## src/oal_pkg.sv

```systemverilog
// ----------------------------------------------------------------------------
// oal_pkg
// Shared types and codes for the ordered array list: command and result
// beats, per-cell control, op codes, status codes and shift modes.
// ----------------------------------------------------------------------------
package oal_pkg;

  // default number of list entries
  localparam int CAPACITY_DEF = 64;

  // matches are scanned this many cells per cycle
  localparam int SCAN_W   = 8;
  localparam int SCAN_SEL = 3;

  // op codes
  localparam logic [2:0] OP_INSERT = 3'd0;
  localparam logic [2:0] OP_DELETE = 3'd1;
  localparam logic [2:0] OP_FIND   = 3'd2;
  localparam logic [2:0] OP_CLEAR  = 3'd3;
  localparam logic [2:0] OP_APPEND = 3'd4;

  // status codes
  localparam logic [2:0] ST_OK       = 3'd0;
  localparam logic [2:0] ST_FULL     = 3'd1;
  localparam logic [2:0] ST_BADPOS   = 3'd2;
  localparam logic [2:0] ST_NOTFOUND = 3'd3;
  localparam logic [2:0] ST_PRESENT  = 3'd4;

  // cell update modes
  localparam logic [1:0] MODE_HOLD   = 2'd0;
  localparam logic [1:0] MODE_INSERT = 2'd1;
  localparam logic [1:0] MODE_DELETE = 2'd2;
  localparam logic [1:0] MODE_APPEND = 2'd3;

  // command beat
  typedef struct packed {
    logic [2:0]         op;
    logic [5:0]         position;
    logic signed [31:0] value;
  } item_t;

  // result beat
  typedef struct packed {
    logic [2:0] status;
    logic [5:0] found_at;
    logic [6:0] count;
    logic       is_empty;
  } result_t;

  // control broadcast to every cell
  typedef struct packed {
    logic [1:0]  mode;
    logic [5:0]  position;
    logic [31:0] value;
    logic        capture;
  } cell_ctl_t;

endpackage

```

## src/oal_ctrl.sv

```systemverilog
// ----------------------------------------------------------------------------
// oal_ctrl
// Command sequencer: checks insert, delete and append against fill, drives the
// cells, scans the match flags eight at a time and issues the result beat.
// ----------------------------------------------------------------------------
module oal_ctrl
  import oal_pkg::*;
#(
  parameter int CAPACITY = CAPACITY_DEF,
  parameter int CNT_W    = $clog2(CAPACITY + 1)
) (
  input  logic                clk,
  input  logic                rst,
  input  logic                start,
  input  item_t               command,
  input  logic [CAPACITY-1:0] hits,
  output logic                busy,
  output cell_ctl_t           ctl,
  output logic [CNT_W-1:0]    fill,
  output logic                done,
  output result_t             result
);

  localparam int CW    = (CNT_W > 6) ? CNT_W : 6;
  localparam int NGRP  = (CAPACITY + SCAN_W - 1) / SCAN_W;
  localparam int GRP_W = (NGRP > 1) ? $clog2(NGRP) : 1;
  localparam int HW    = GRP_W + SCAN_SEL;

  localparam logic [1:0] S_IDLE = 2'd0;
  localparam logic [1:0] S_EXEC = 2'd1;
  localparam logic [1:0] S_SCAN = 2'd2;

  logic [1:0]             state;
  logic [1:0]             state_next;
  item_t                  item;
  logic [GRP_W-1:0]       grp;
  logic [GRP_W-1:0]       grp_next;
  logic [CNT_W-1:0]       fill_next;
  logic                   finish;
  result_t                result_next;
  logic [NGRP*SCAN_W-1:0] match_pad;
  logic [SCAN_W-1:0]      grp_bits;
  logic [SCAN_SEL-1:0]    first;
  logic [HW-1:0]          hit_idx;
  logic                   full;
  logic [CW-1:0]          pos_ext;
  logic [CW-1:0]          fill_ext;

  assign busy     = (state != S_IDLE);
  assign full     = (fill == CNT_W'(CAPACITY));
  assign pos_ext  = CW'(item.position);
  assign fill_ext = CW'(fill);

  // pad match flags to whole scan groups
  always_comb begin
    match_pad                 = '0;
    match_pad[CAPACITY-1:0]   = hits;
  end

  // first set flag in the current group
  always_comb begin
    grp_bits = match_pad[grp*SCAN_W +: SCAN_W];
    first    = '0;
    for (int i = SCAN_W - 1; i >= 0; i--) begin
      if (grp_bits[i]) begin
        first = SCAN_SEL'(i);
      end
    end
    hit_idx = {grp, first};
  end

  // sequencer and op checks
  always_comb begin
    state_next           = state;
    grp_next             = grp;
    fill_next            = fill;
    finish               = 1'b0;
    ctl.mode             = MODE_HOLD;
    ctl.position         = item.position;
    ctl.value            = item.value;
    ctl.capture          = 1'b0;
    result_next.status   = ST_OK;
    result_next.found_at = '0;
    unique case (state)
      S_IDLE: begin
        if (start) begin
          state_next = S_EXEC;
        end
      end
      S_EXEC: begin
        grp_next = '0;
        unique case (item.op) inside
          OP_INSERT: begin
            finish = 1'b1;
            if (full) begin
              result_next.status = ST_FULL;
            end else if (pos_ext > fill_ext) begin
              result_next.status = ST_BADPOS;
            end else begin
              ctl.mode  = MODE_INSERT;
              fill_next = fill + CNT_W'(1);
            end
          end
          OP_DELETE: begin
            finish = 1'b1;
            if (pos_ext >= fill_ext) begin
              result_next.status = ST_BADPOS;
            end else begin
              ctl.mode  = MODE_DELETE;
              fill_next = fill - CNT_W'(1);
            end
          end
          OP_CLEAR: begin
            finish    = 1'b1;
            fill_next = '0;
          end
          OP_FIND, OP_APPEND: begin
            ctl.capture = 1'b1;
            state_next  = S_SCAN;
          end
          default: begin
            finish = 1'b1;
          end
        endcase
      end
      S_SCAN: begin
        if (|grp_bits) begin
          finish               = 1'b1;
          result_next.found_at = 6'(hit_idx);
          result_next.status   = (item.op == OP_FIND) ? ST_OK : ST_PRESENT;
        end else if (grp == GRP_W'(NGRP - 1)) begin
          finish = 1'b1;
          if (item.op == OP_FIND) begin
            result_next.status = ST_NOTFOUND;
          end else if (full) begin
            result_next.status = ST_FULL;
          end else begin
            ctl.mode             = MODE_APPEND;
            result_next.found_at = 6'(fill);
            fill_next            = fill + CNT_W'(1);
          end
        end else begin
          grp_next = grp + GRP_W'(1);
        end
      end
      default: begin
        state_next = S_IDLE;
      end
    endcase
    if (finish) begin
      state_next = S_IDLE;
    end
    result_next.count    = 7'(fill_next);
    result_next.is_empty = (fill_next == '0);
  end

  // control registers
  always_ff @(posedge clk) begin
    if (rst) begin
      state <= S_IDLE;
      fill  <= '0;
      done  <= 1'b0;
      grp   <= '0;
    end else begin
      state <= state_next;
      fill  <= fill_next;
      done  <= finish;
      grp   <= grp_next;
    end
  end

  // command and result beat registers
  always_ff @(posedge clk) begin
    if (start && !busy) begin
      item <= command;
    end
    if (finish) begin
      result <= result_next;
    end
  end

endmodule

```

## config.mk

```make
export PLATFORM = sky130hd
export DESIGN_NAME = oal_ctrl
export DESIGN_NICKNAME = d
export VERILOG_FILES = /design/src/oal_pkg.sv /design/src/oal_ctrl.sv
export SDC_FILE = /design/constraint.sdc
export NUM_CORES = 1
export LEC_CHECK = 0
export ABC_AREA = 1
export BUFFER_PORTS_ARGS = -buffer_cell sky130_fd_sc_hd__buf_2
export CAP_MARGIN = 10
export CORE_UTILIZATION = 46
export CTS_CLUSTER_SIZE = 14
export DETAILED_ROUTE_END_ITERATION = 16
export PLACE_DENSITY = 0.76
export SLEW_MARGIN = 20
export SYNTH_ARGS = -nofsm -noshare
export SYNTH_HDL_FRONTEND = slang
export SYNTH_SLANG_ARGS = --single-unit
```

## constraint.sdc

```tcl
create_clock -name clk -period 2.31 [get_ports clk]
set_input_delay 0.1155 -clock clk [delete_from_list [all_inputs] [get_ports clk]]
set_output_delay 0.1155 -clock clk [all_outputs]
set_load 0.05 [all_outputs]
```

# Yosys cells after proc, flatten, opt, wreduce, memory -nomap -nowiden
# Index checks and enable logic that the tools add are counted.
# word_totals
ff_bits,71
latchBits,0
mem_bits_rw,0
mem_bits_ro,0
input_bits,108
output_inout_bits,67
wordCells,92
mem_count,0
# classes
addsub,3
multipliers,0
div,0
order_cmp,2
n_eq_ne,12
shifts,1
n_mux,50
bitwise,1
reduce_logical,12
# op_table
cell,count
$shiftx A64 B7 Y8,1
$mux W7,7
$mux W3,11
$mux W2,11
$pmux W7 S3,1
$mux W9,2
$pmux W3 S2,3
$pmux W7 S2,1
$mux W6,2
$mux W1,8
$pmux W2 S2,2
$reduce_or A8 Y1,1
$add A7 B1 Y7 const B,1
$eq A7 B7 Y1 const B,1
$ge A6 B7 Y1,1
$gt A6 B7 Y1,1
$logic_not A7 Y1,1
$sub A7 B1 Y7 const B,1
$eq A3 B2 Y1 const B,2
$eq A3 B3 Y1 const B,2
$ne A2 B2 Y1 const B,3
$pmux W2 S3,1
$reduce_and A3 Y1,2
$reduce_bool A2 Y1,2
12 further kinds,13

# Longest topological paths before layout
# logic_depth
word_depth,11
depth_mapped,18
ltp_nobuf,17

# Worst setup path before layout
# Ideal clock, no wire load.
# synth_timing
path_type,reg-to-output
start,register fill[5]
end,output ctl[39] (netlist name)
arrival_time_ps,3101
required_time_ps,2194
setup_slack_ps,-907
path_stages_with_launch,11
path_buffers,1
cell_sequence,dfxtp_1 inv_1 clkbuf_1 ha_1 inv_1 nor2_1 a21boi_1 nand2_1 nand2_2 nand3_1 o21ai_0
# synth_lines
item,line,rtl
"start, declared",oal_ctrl.sv:19,"output logic [CNT_W-1:0] fill,"
"start signal, assigned",oal_ctrl.sv:166,fill <= fill_next;
"end, declared",oal_ctrl.sv:18,"output cell_ctl_t ctl,"

==> results.yml <==
run_status:
  outcome: "finished with violations"
  violations: "setup timing"
power:
  p_leak_nw: 3.57
  p_int_mw: 3.29
  power_density_nw_per_um2: 864
  p_seq_share_pct: 30.0
  p_comb_share_pct: 52.8
  p_total_mw: 6.05
  switchingPower_mw: 2.76
  switching_share_pct: 45.6
  clkPwrFrac_pct: 17.2
  ir_drop_mv: 0.763
placement:
  port_buffers: 174
  hpwlAfterDp_um: 11000
  place.gp.congestion: 0.931
  placed_cells: 938
final_layout:
  layoutNonFillerInstCount: 1016
  diodes: 0
  multi_input_area_um2: 2370
  fillers: 813
  seq_area_um2: 2020
  syn2layout_area_growth_pct: 46.5
  drive_gt1_share_pct: 40.7
  nets: 1001
timing:
  worst_slack_ns: -0.0241
  drv_slew: 0
  finalSetupViolCount: 5
  whs_ns: 0.0840
  maxClockFrequency_mhz: 428
  rsz0062_at_grt: "true"
  period_minus_slack_ns: 2.33
  min_period_over_period_pct: 101
  hold_viol_final: 0
  worstMarginPinSlew_ns: 0.510
  clock_skew_ns: 0.00963
  slew-limit-headroom_pct: 66.0
hold_path:
  worst_hold_path_type: "in2reg"
  min_path_cells: 2
worst_setup_path:
  ff2ff_path_depth: 15
  criticalPathCategory: "reg2reg"
  required_ns: 2.42
  path_max_fanout: 7
  worstSetupEndpointType: "register"
  worstPathArrival_ns: 2.44
  r2r_slack_ns: -0.02
  critPathLaunchType: "register"
global_route:
  antenna_found_initial: 0
  grt_pass1_wl_um: 24600
  grt_max_degree: 42
  grt_overflow: 0
  track_usage_pct: 28.6
  grt_pass1_vias: 4994
synth:
  ys_seq_area_share_pct: 41.9
  synth_xor_area_share_pct: 0.916
  synth_top_area_cell: "edfxtp_1"
  ys_types: 38
  synth_compound_area_share_pct: 5.47
  yosys-top-cells-area: "edfxtp_1 36%, nand2_1 17%, nand3_1 9.1%, buf_4 6.8%, inv_1 5.9%"
  yosys.area.top_type_share_pct: 36.4
  synthAdderAreaFrac_pct: 3.92
  synth_seq_cells: 71
  synthCells: 643
  synthSimpleGateAreaFrac_pct: 32.3
  synthesis.nets: 766
  synthArstFlopShare_pct: 0
  synth_edf_count: 58
  synth_common_cells: "217 x nand2_1, 87 x nand3_1, 75 x inv_1, 58 x edfxtp_1, 43 x buf_4"
  yosysWarnings: 0
  synthFlopType: "edfxtp_1"
  synth_mux_area_share_pct: 0
  yosys.cell_count.top_type: "nand2_1"
  syn_area_um2: 4780
  synth_top_family_by_area: "simple AND/OR/NAND/NOR gates"
  syn_area_per_cell_um2: 7.44
floorplan:
  die_x_um: 104
  dieArea_um2: 10800
  initial_core_util_pct: 48.3
  io_pins: 175
  rows: 36
  coreArea_um2: 9910
  die_y_um: 104
job:
  max_cap_violations: 0
routing:
  wl_per_cell_um: 15.5
  detail_route.drc_violations: 0
  wirelength_um: 15700
  first_iter_violations: 337
  vias: 5160
  first_pass_iters: 5
  ant_nets: 0
  avgViaCountPerCell: 5.08
clock_network:
  clkTransAtPathRegs_ns: 0.08
  cts_sinks: 71
  cts_htree_levels: 3
  cts-root-buf: "clkbuf_8"
  cts_buffers: 9
  cts_tree: "built"
  cts_max_path_buffers: 2
  clk_latency_ns: 0.35
-- cell families (layout without fill, tap and decap cells) --
group,Yosys count,count (layout)
buffers and inverters,142,382
DFF,71,71
xor gates and xnor gates,5,5
AOI/OAI and AO/OA,46,46
and+or+nand+nor,364,364
adders and majority gates,15,15
-- area by class of cell --
type                       instances  area share, %
multi-input combinational        430           33.8
sequential                        71           28.8
timing repair buffer             283           27.3
inverter                          83           4.71
tap                              133           2.38
clock buffer                      10           1.96
clock inverter                     6          0.964
-- timing repair --
action / in CTS / in global routing
resized for setup: 25 / 69
buffers inserted: 10 / 8
cloned: 1 / 2
endpoints found under the hold margin: 41 / 0
hold buffers: 41 / 0
setup endpoints to repair: 6 / 35
pin swaps: 12 / 32
-- path summary, 6_finish.rpt --
kind               endpoint      from
setup / recovery  result[0]   ctl[38]
hold / removal       grp[2]       rst
setup reg to reg  result[0]   ctl[38]
hold reg to reg    state[0]  state[0]
-- power groups by stage --
| stage | logic (mW) | registers [mW] | clock network (mW) |
|---|---|---|---|
| after floorplan | 1.80 | 2.09 | 0 |
| after global routing | 3.43 | 1.84 | 1.11 |
| final | 3.19 | 1.82 | 1.04 |
| after CTS | 2.95 | 1.81 | 1.06 |
| after detailed placement | 2.80 | 1.84 | 0 |
| after global placement | 2.79 | 1.83 | 0 |
-- routing by layer --
layer	vias up	global-route usage (%)	wire length, µm
li1	2496	-	-
met1	2397	36.7	6700
met2	240	49.2	7570
met3	27	5.26	1100
met4	0	8.06	337
met5	-	0	0
-- critical path, stage by stage (launching register included) --
cell,delay [ns]
edfxtp_1,0.43
ha_4,0.29
nand2_1,0.09
nor2_4,0.20
nand2_4,0.10
nand2_4,0.12
nand2_4,0.09
buf_4,0.15
nand2_1,0.08
nand4_1,0.08
nand3_1,0.08
nand2_1,0.09
nand3_2,0.13
nor2_1,0.06
nand2_1,0.06
nor2_1,0.04
-- placed cells by master (no fill, tap or decap), types with 5 or more instances in the layout --
cell / instances
a21oi_1: 15
clkbuf_8: 10
nand3_2: 23
buf_2: 172
nor2_4: 5
dfxtp_1: 6
nand2_4: 7
a21oi_2: 5
inv_2: 9
inv_1: 70
nor2_2: 7
dlygate4sd3_1: 41
nor2_1: 31
nand4_1: 5
nand2_2: 23
o21ai_0: 9
nand2_1: 194
buf_4: 60
nand3_1: 64
ha_1: 11
edfxtp_1: 58
-- metrics by stage --
step	setup TNS [ns]	area (µm²)	utilization (%)	worst slack, ns
floorplan	0	4830	-	0.00159
detailed placement	-0.106	5800	58.5	-0.0666
CTS	-0.00638	6620	66.8	-0.00638
global placement	-0.0816	5800	58.5	-0.0784
global route	-2.25	7010	70.7	-0.108
finish	-0.0555	7010	70.7	-0.0241
-- flip-flops by register name, indices dropped and copies added, names as in the netlist --
register	count
ctl	38
done	1
fill	7
grp	3
item	3
result	17
state	2
No activity file was read; power rests on OpenSTA's default activity.
