## config.mk

```make
export PLATFORM = sky130hd
export DESIGN_NAME = oal_cell
export DESIGN_NICKNAME = d
export VERILOG_FILES = /design/src/oal_pkg.sv /design/src/oal_cell.sv
export SDC_FILE = /design/constraint.sdc
export NUM_CORES = 1
export LEC_CHECK = 0
export BUFFER_PORTS_ARGS = -buffer_cell sky130_fd_sc_hd__buf_2
export CAP_MARGIN = 30
export CORE_UTILIZATION = 25
export DETAILED_ROUTE_END_ITERATION = 12
export SYNTH_ARGS = -nofsm -noshare
export SYNTH_HDL_FRONTEND = slang
export SYNTH_SLANG_ARGS = --single-unit
export TNS_END_PERCENT = 10
```

## constraint.sdc

```tcl
create_clock -name clk -period 3.5 [get_ports clk]
set_clock_uncertainty 0.05 [all_clocks]
set_input_delay 0.525 -clock clk [delete_from_list [all_inputs] [get_ports clk]]
set_output_delay 0.525 -clock clk [all_outputs]
set_load 0.05 [all_outputs]
```

## src/oal_pkg.sv

```systemverilog
// ----------------------------------------------------------------------------
// oal_pkg
// Shared types and codes for the ordered array list: command and result
// beats, per-cell control, op codes, status codes and shift modes.
// ----------------------------------------------------------------------------
package oal_pkg;

  // default number of list entries
  localparam int CAPACITY_DEF = 64;

  // matches are scanned this many cells per cycle
  localparam int SCAN_W   = 8;
  localparam int SCAN_SEL = 3;

  // op codes
  localparam logic [2:0] OP_INSERT = 3'd0;
  localparam logic [2:0] OP_DELETE = 3'd1;
  localparam logic [2:0] OP_FIND   = 3'd2;
  localparam logic [2:0] OP_CLEAR  = 3'd3;
  localparam logic [2:0] OP_APPEND = 3'd4;

  // status codes
  localparam logic [2:0] ST_OK       = 3'd0;
  localparam logic [2:0] ST_FULL     = 3'd1;
  localparam logic [2:0] ST_BADPOS   = 3'd2;
  localparam logic [2:0] ST_NOTFOUND = 3'd3;
  localparam logic [2:0] ST_PRESENT  = 3'd4;

  // cell update modes
  localparam logic [1:0] MODE_HOLD   = 2'd0;
  localparam logic [1:0] MODE_INSERT = 2'd1;
  localparam logic [1:0] MODE_DELETE = 2'd2;
  localparam logic [1:0] MODE_APPEND = 2'd3;

  // command beat
  typedef struct packed {
    logic [2:0]         op;
    logic [5:0]         position;
    logic signed [31:0] value;
  } item_t;

  // result beat
  typedef struct packed {
    logic [2:0] status;
    logic [5:0] found_at;
    logic [6:0] count;
    logic       is_empty;
  } result_t;

  // control broadcast to every cell
  typedef struct packed {
    logic [1:0]  mode;
    logic [5:0]  position;
    logic [31:0] value;
    logic        capture;
  } cell_ctl_t;

endpackage

```

## src/oal_cell.sv

```systemverilog
// ----------------------------------------------------------------------------
// oal_cell
// One list entry: holds a value, takes it from a neighbor on insert or
// delete, loads the broadcast value at its own slot, and records a match.
// ----------------------------------------------------------------------------
module oal_cell
  import oal_pkg::*;
#(
  parameter int INDEX = 0,
  parameter int CNT_W = 7
) (
  input  logic             clk,
  input  cell_ctl_t        ctl,
  input  logic [CNT_W-1:0] fill,
  input  logic [31:0]      left,
  input  logic [31:0]      right,
  output logic [31:0]      data,
  output logic             match
);

  localparam int CW = (CNT_W > 6) ? CNT_W : 6;

  logic [CW-1:0] idx;
  logic [CW-1:0] pos;
  logic [CW-1:0] fill_ext;

  assign idx      = CW'(INDEX);
  assign pos      = CW'(ctl.position);
  assign fill_ext = CW'(fill);

  // entry value: shift with neighbors or load at own slot
  always_ff @(posedge clk) begin
    case (ctl.mode)
      MODE_INSERT: begin
        if (idx == pos) begin
          data <= ctl.value;
        end else if (idx > pos) begin
          data <= left;
        end
      end
      MODE_DELETE: begin
        if (idx >= pos) begin
          data <= right;
        end
      end
      MODE_APPEND: begin
        if (idx == fill_ext) begin
          data <= ctl.value;
        end
      end
      default: begin
      end
    endcase
  end

  // match flag, only for entries in use
  always_ff @(posedge clk) begin
    if (ctl.capture) begin
      match <= (data == ctl.value) && (idx < fill_ext);
    end
  end

endmodule

```

Word level (Yosys, flattened, before mapping)
Cells that the tools add are included.
{ "classes": {"n_lt_le_gt_ge": 3, "n_reduce_logical": 5, "eq_ne": 7, "muxes": 5} }
{ "ops": {"columns": ["cell", "n"], "rows": [
  ["32-bit 2-to-1 mux", 4],
  ["32-bit case mux with 3 select lines", 1],
  ["32-bit equality test", 1],
  ["7-bit zero test", 2],
  ["1-bit by 7-bit less-than comparator with 1-bit output (first input constant)", 1],
  ["1-bit by 6-bit >= comparator with 1-bit output (first input constant)", 1],
  ["1-bit by 6-bit greater-than comparator with 1-bit output (first input constant)", 1],
  ["2-bit equality test (second input constant)", 2],
  ["2-bit != test (second input constant)", 2],
  ["4-bit AND reduction", 1],
  ["3-bit != test (second input constant)", 1],
  ["3-bit nonzero test", 1],
  ["2-bit by 1-bit equality test with 1-bit output (second input constant)", 1],
  ["1-bit logical AND", 1]
]} }
{ "word_totals": {"input_bits": 113, "out_inout_bits": 33, "ff_bits": 33, "word_cells": 22} }

Logic depth before layout (Yosys ltp)
Gate-level depths: netlist of the first run.
{ "depth": {"ltp_word": 4, "depth_mapped": 5, "depth_no_buf": 4} }

Worst setup path before layout of the first run
OpenSTA, ideal clock, no wires.
{ "synth_timing": {"path_kind": "input -> register", "from": "input ctl[33] in the netlist's numbering", "to": "register data[0] (enable)", "t_arrival_ps": 2436, "required_time_ps": 3058, "setup_ps": 392, "setup_slack_ps": 623, "cell_stages": 4, "path_cell_list": "or4_4 -> nor3_4 -> mux2_2 -> a22o_1"} }
{ "synth_via": {"elab_chain_len": 3, "elab_cells_between_ends": 6} }
{ "synth_lines": {"columns": ["element", "line", "text"], "rows": [
  ["start: declaration", "oal_cell.sv:13", "input cell_ctl_t ctl,"],
  ["1-bit by 6-bit greater-than comparator with 1-bit output, or another cell as far along", "oal_cell.sv:37", "end else if (idx > pos) begin"],
  ["3-bit != test (no source line) / 2-bit != test (equally long branches)", null, null],
  ["4-bit AND reduction (no source line) (*)", null, null],
  ["end signal: assignment", "oal_cell.sv:36", "data <= ctl.value;"],
  ["end signal: assignment", "oal_cell.sv:38", "data <= left;"],
  ["end signal: assignment", "oal_cell.sv:43", "data <= right;"],
  ["end: declaration", "oal_cell.sv:17", "output logic [31:0] data,"]
]} }
Every way passes the cells marked *; elsewhere a longest branch is shown, timed or not.
A chain may end at the register's enable or synchronous reset.

Final worst setup path of the first run
{ "layout_timing": {"from": "input fill[3]", "to": "register data[3] (enable)"} }
{ "layout_via": {"elab_chain_len": 3} }
{ "layout_lines": {"columns": ["element", "line", "text"], "rows": [
  ["start: declaration", "oal_cell.sv:14", "input logic [CNT_W-1:0] fill,"],
  ["7-bit zero test", "oal_cell.sv:47", "if (idx == fill_ext) begin"],
  ["2-bit != test (no source line)", null, null],
  ["4-bit AND reduction (no source line)", null, null],
  ["end signal: assignment", "oal_cell.sv:38", null],
  ["end signal: assignment", "oal_cell.sv:43", null],
  ["end signal: assignment", "oal_cell.sv:48", "data <= ctl.value;"]
]} }
No other way between the ends.

==> qor.yml, run 1 <==
die:
  die_h_um: 100.8
  ioPinCount: 146
  rows: 35
  die-area_um2: 10160
  die_w_um: 100.8
  coreArea_um2: 9328
  initial_utilization_pct: 26.17
synth:
  synth_top_cell_area_share_pct: 40.59
  synthTopCellsByArea: "edfxtp_1 (41%), mux2i_1 (38%), xor2_1 (10%)"
  netlist_instances: 190
  ys_warn_count: 0
  synth-seq-area-share_pct: 40.59
  syn_nets: 303
  syn_area_um2: 2441
  yosys.area.top_type: "edfxtp_1"
  ys_ff_latch: 33
  synth.avg_cell_area_um2: 12.85
  synth_cell_types: 19
grt:
  grt-ovfl-total: 0
  grt_pass1_vias: 2193
  grt_pass1_wl_um: 10470
  antenna_found_initial: 0
  track_usage_pct: 13.53
  grt_max_degree: 20
run:
  maxCapViolCount: 0
cells_and_area:
  antenna_cells: 0
  syn2layout_area_growth_pct: 40.34
  final_cells: 468
  fin_nets: 451
  layout_commonest_cell: "buf_2"
  final_cell_mix: "buf_2 (145), mux2i_1 (93), edfxtp_1 (33), xor2_1 (28), nor4_1 (9)"
  final_layout_size_suffix_gt1_share_pct: 47.79
clock_network:
  post_cts_resized: 0
  cts_setup_buffers: 0
  numCtsBuffers: 5
  cts_tree: "done"
  clk_pin_slew_worst_paths_ps: 70
  cts_max_path_buffers: 2
  h-tree-depth: 2
  cts_sinks: 33
  root_buffer: "clkbuf_8"
  hold_buffers: 0
  clk_latency_ps: 280
sta:
  max_slew.worst_pin.slew_ps: 557.9
  setup_viol: 0
  slew_headroom_pct: 62.81
  rsz0062_at_grt: "false"
  fmax_ghz: 0.4225
  period_needed_ps: 2367
  period_share_pct: 67.63
  fin_tns_setup_ps: 0
  finalMaxSlewViolations: 0
  hold_viol: 0
routing:
  ant_nets: 0
  wl_um: 6940
  dr.pass1.iters: 4
  num_vias: 2081
  via_per_inst: 4.447
  wl_per_cell_um: 14.83
  drt-initial-drc-count: 52
  drc: 0
placed_design:
  placed_cells_incl_taps: 460
  gp_congestion: 0.7014
  numPortBuffers: 145
  dpl.hpwl_um: 5732
setup_path:
  slowest_delay_ps: 500
  critical_path_class: "in -> reg"
  critical_path_buf_inv_count: 2
  crit_arrival_ps: 2300
  worstPathCellList: "buf_2 -> or4_1 -> nor4_1 -> mux2_2 -> a22o_2 -> buf_12"
  slowest_stage: "or4_1"
  cpLargestDelayFamily: "simple AND/OR/NAND/NOR gates"
  critPathMaxFanout: 18
  end_kind: "flop"
  cp_data_required_time_ps: 3430
  crit_path_start_kind: "input pin"
power:
  p_total_w: 0.001003
  ir_drop_uv: 192.9
  power_leakage_nw: 1.543
  power.density_nw_per_um2: 292.8
status:
  status: "completed"
worst_hold_path:
  hold_path.class: "in -> reg"
## area by class of cell
| type | count | area [um^2] |
|---|---|---|
| timing repair buffer | 152 | 790.8 |
| clock inverter | 2 | 33.78 |
| multi-input combinational | 146 | 1376 |
| sequential | 33 | 991.0 |
| fill | 976 | 5902 |
| tap | 129 | 161.4 |
| clock buffer | 6 | 72.57 |
## worst register-to-register path, cell delays in order (launching register included)
cell and delay [ps]:
edfxtp_1 400, xor2_1 160, nor4_1 450, nand4_1 210
nor4_1 190
## metal layers
layer  track usage [%]  wire (um)  vias up
li1                  -          -     1023
met3             2.843        447        8
met2             24.55       3418       93
met4             3.122         73        0
met1             16.32       2999      957
met5                 0          0        -
## through the flow
step / instance area (um^2) / hold slack (ps) / util [%] / setup WS, ps
global placement: 3319 / 687.0 / 35.59 / 751.0
finish: 3426 / 393.6 / 36.73 / 1133
floorplan: 2441 / 587.5 / - / 622.7
detailed placement: 3319 / 685.7 / 35.59 / 728.9
CTS: 3426 / 388.0 / 36.73 / 1040
global route: 3426 / 381.5 / 36.73 / 946.8
## Yosys cell counts
cell type and instances:
nand3_1 1, nor3_4 1, nor4_1 9, xnor2_1 4, xor2_1 28, or4_1 1
mux2i_1 93, mux2_1 1, nand4_1 2, nor3b_1 1, mux2_2 1, a22o_1 1
nor2b_1 1, or4_4 1, a221o_1 1, buf_1 2, buf_8 3, edfxtp_1 33
clkbuf_1 6
## cell families (layout without fill, tap and decap cells)
group	after synthesis	count (layout)	share of synthesized area [%]
AOI/OAI and AO/OA	2	2	0.7689
DFF	33	33	40.59
muxes	95	95	39.06
and+or+nand+nor	17	17	5.023
xor gates and xnor gates	32	32	11.48
buffers and inverters	11	160	3.075
## power by group
group          internal (W)  leakage (nW)  total [W]  switching [W]
Sequential         0.000444         0.298   0.000446     0.00000256
Combinational      0.000106          1.19   0.000209       0.000103
Clock              0.000210        0.0528   0.000347       0.000137
Total              0.000760          1.54    0.00100       0.000243
## path summary, 6_finish.rpt
check | startpoint | end | slack, ps | depth (start not counted)
worst max-delay path | fill[3] | data[3]$_DFFE_PP_ | 1130 | 6
worst min-delay path | ctl[0] | match$_DFFE_PP_ | 390 | 1
worst max register to register | data[19]$_DFFE_PP_ | match$_DFFE_PP_ | 1860 | 4
worst min register to register | data[11]$_DFFE_PP_ | match$_DFFE_PP_ | 730 | 3
## registers in the layout, indices dropped and copies added, names as in the netlist
name,flops
match,1
data,32
Power figures use the tool's default switching activity.
==> run 2: changes to the inputs <==
==> constraint.sdc (replaced) <==
create_clock -name clk -period 2.4 [get_ports clk]
set_clock_uncertainty 0.05 [all_clocks]
set_input_delay 0.36 -clock clk [delete_from_list [all_inputs] [get_ports clk]]
set_output_delay 0.36 -clock clk [all_outputs]
set_load 0.05 [all_outputs]
==> run 2 against run 1 <==
Net effect: global-route usage is 0.48 points higher; clock power is 51% higher; largest power group unchanged; via count is 0.48% higher.
==> qor.yml, run 2 (synthesized netlist as in run 1, its figures left out) <==
clock_network:
  clk_latency_ps: 290  # about the same
  cts_setup_buffers: 0  # unchanged
  cts_tree: "done"
  cts_max_path_buffers: 2  # unchanged
  post_cts_resized: 0  # unchanged
  clk_pin_slew_worst_paths_ps: 80  # about the same
  root_buffer: "clkbuf_8"
  numCtsBuffers: 5  # unchanged
  cts_sinks: 33  # unchanged
  hold_buffers: 0  # unchanged
  h-tree-depth: 2  # unchanged
sta:
  setup_viol: 0  # unchanged
  finalMaxSlewViolations: 0  # unchanged
  fin_tns_setup_ps: 0  # unchanged
  hold_viol: 0  # unchanged
  fin_hold_ws_ps: 219.7  # -173.9 ps
  fmax_ghz: 0.4797
  max_slew.worst_pin.slew_ps: 463.8  # -94.11 ps
  period_share_pct: 86.86
  period_needed_ps: 2085
  slew_headroom_pct: 68.79  # +6.0 points
  rsz0062_at_grt: "false"
routing:
  drt-initial-drc-count: 50  # -3.8%
  num_vias: 2091  # +0.48%
  wl_per_cell_um: 14.81  # -0.11%
  via_per_inst: 4.449  # about the same
  drc: 0  # unchanged
  dr.pass1.iters: 4  # unchanged
  wl_um: 6962  # +0.32%
  ant_nets: 0  # unchanged
die:
  coreArea_um2: 9328  # unchanged
  die_h_um: 100.8  # unchanged
  die-area_um2: 10160  # unchanged
  ioPinCount: 146  # unchanged
  initial_utilization_pct: 26.17  # unchanged
  rows: 35  # unchanged
  die_w_um: 100.8  # unchanged
setup_path:
  cp_data_required_time_ps: 2340  # -1090 ps
  critPathMaxFanout: 11  # -7
  end_kind: "flop"
  crit_arrival_ps: 2020  # -280 ps
  critical_path_class: "in -> reg"
  crit_path_start_kind: "input pin"
worst_hold_path:
  hold_path.class: "in -> reg"
placed_design:
  numPortBuffers: 145  # unchanged
  gp_congestion: 0.7059  # +0.64%
  dpl.hpwl_um: 5722  # -0.17%
grt:
  use_met2_pct: 26.29  # +1.7 points
  gr-usage-met3_pct: 2.982  # +0.14 points
  grt-ovfl-total: 0  # unchanged
  grt_pass1_vias: 2133  # -2.7%
  track_usage_pct: 14.02  # +0.48 points
  grt_max_degree: 22  # +10%
  antenna_found_initial: 0  # unchanged
  grt_pass1_wl_um: 10790  # +3.0%
  met1_usage_pct: 16.38  # +0.059 points
  top_usage_layer: "met2"
cells_and_area:
  final_cell_mix: "buf_2 (145), mux2i_1 (93), edfxtp_1 (33), xor2_1 (28), nor4_1 (9)"
  largestRegisters: "data (32), match (1)"
  syn2layout_area_growth_pct: 41.47
  final_layout_size_suffix_gt1_share_pct: 48.09  # +0.31 points
  antenna_cells: 0  # unchanged
  largest_register: "data"
  fin_nets: 453  # +0.44%
  largest_reg_flops: 32  # unchanged
  layout_commonest_cell: "buf_2"
power:
  ir_drop_uv: 275.3  # +43%
  power_leakage_nw: 1.555  # +0.80%
  power.density_nw_per_um2: 428.7  # +46%
run:
  maxCapViolCount: 0  # unchanged
status:
  status: "completed"
## run 2: cell count changes in the layout (fill, tap and decap cells not counted)
cell,previous run,this run
buf_4,6,7
buf_12,1,2
## run 2: where the power goes
part	switching (W)	internal [W]
logic	0.000150	0.000157
clock network	0.000216	0.000307
registers	0.00000342	0.000647
## run 2: stage by stage
stage / total power (W) / utilization [%] / cell area, um^2 / instances / setup slack (ps)
6_report: 0.001480 / 37.02 / 3453 / 470 / 315.3
5_1_grt: 0.001551 / 37.02 / 3453 / 470 / 172.2
4_1_cts: 0.001505 / 37.02 / 3453 / 470 / 252.5
3_5_place_dp: 0.0009759 / 35.88 / 3347 / 462 / -78.33
3_3_place_gp: 0.0009688 / 35.88 / 3347 / 462 / -15.88
2_1_floorplan: 0.0008255 / - / 2442 / 190 / 23.19
## run 2: worst max-delay path, cell delays in order
cell	delay [ps]
buf_2	90
or4_1	570
nor4_1	380
mux2_2	240
a22o_2	160
buf_4	220
## run 2: layout make-up
class                           count  area (um^2)
Timing Repair Buffer              154        818.3
Clock buffer                        6        72.57
Sequential cell                    33        991.0
Multi-Input combinational cell    146         1376
Tap cell                          129        161.4
Clock inverter                      2        33.78
Fill cell                         974         5874
## run 2: final timing paths
path	slack (ps)	to	cells past startpoint	from
max reg2reg	660	match$_DFFE_PP_	4	data[28]$_DFFE_PP_
min	220	match$_DFFE_PP_	1	ctl[0]
min reg2reg	710	match$_DFFE_PP_	3	data[11]$_DFFE_PP_
max	320	data[23]$_DFFE_PP_	6	fill[3]
## run 2: routing by layer
layer	vias to the layer above	part of all wire, %
met2	83	51
li1	1030	-
met5	-	0
met1	973	42
met4	0	0.70
met3	5	6.2
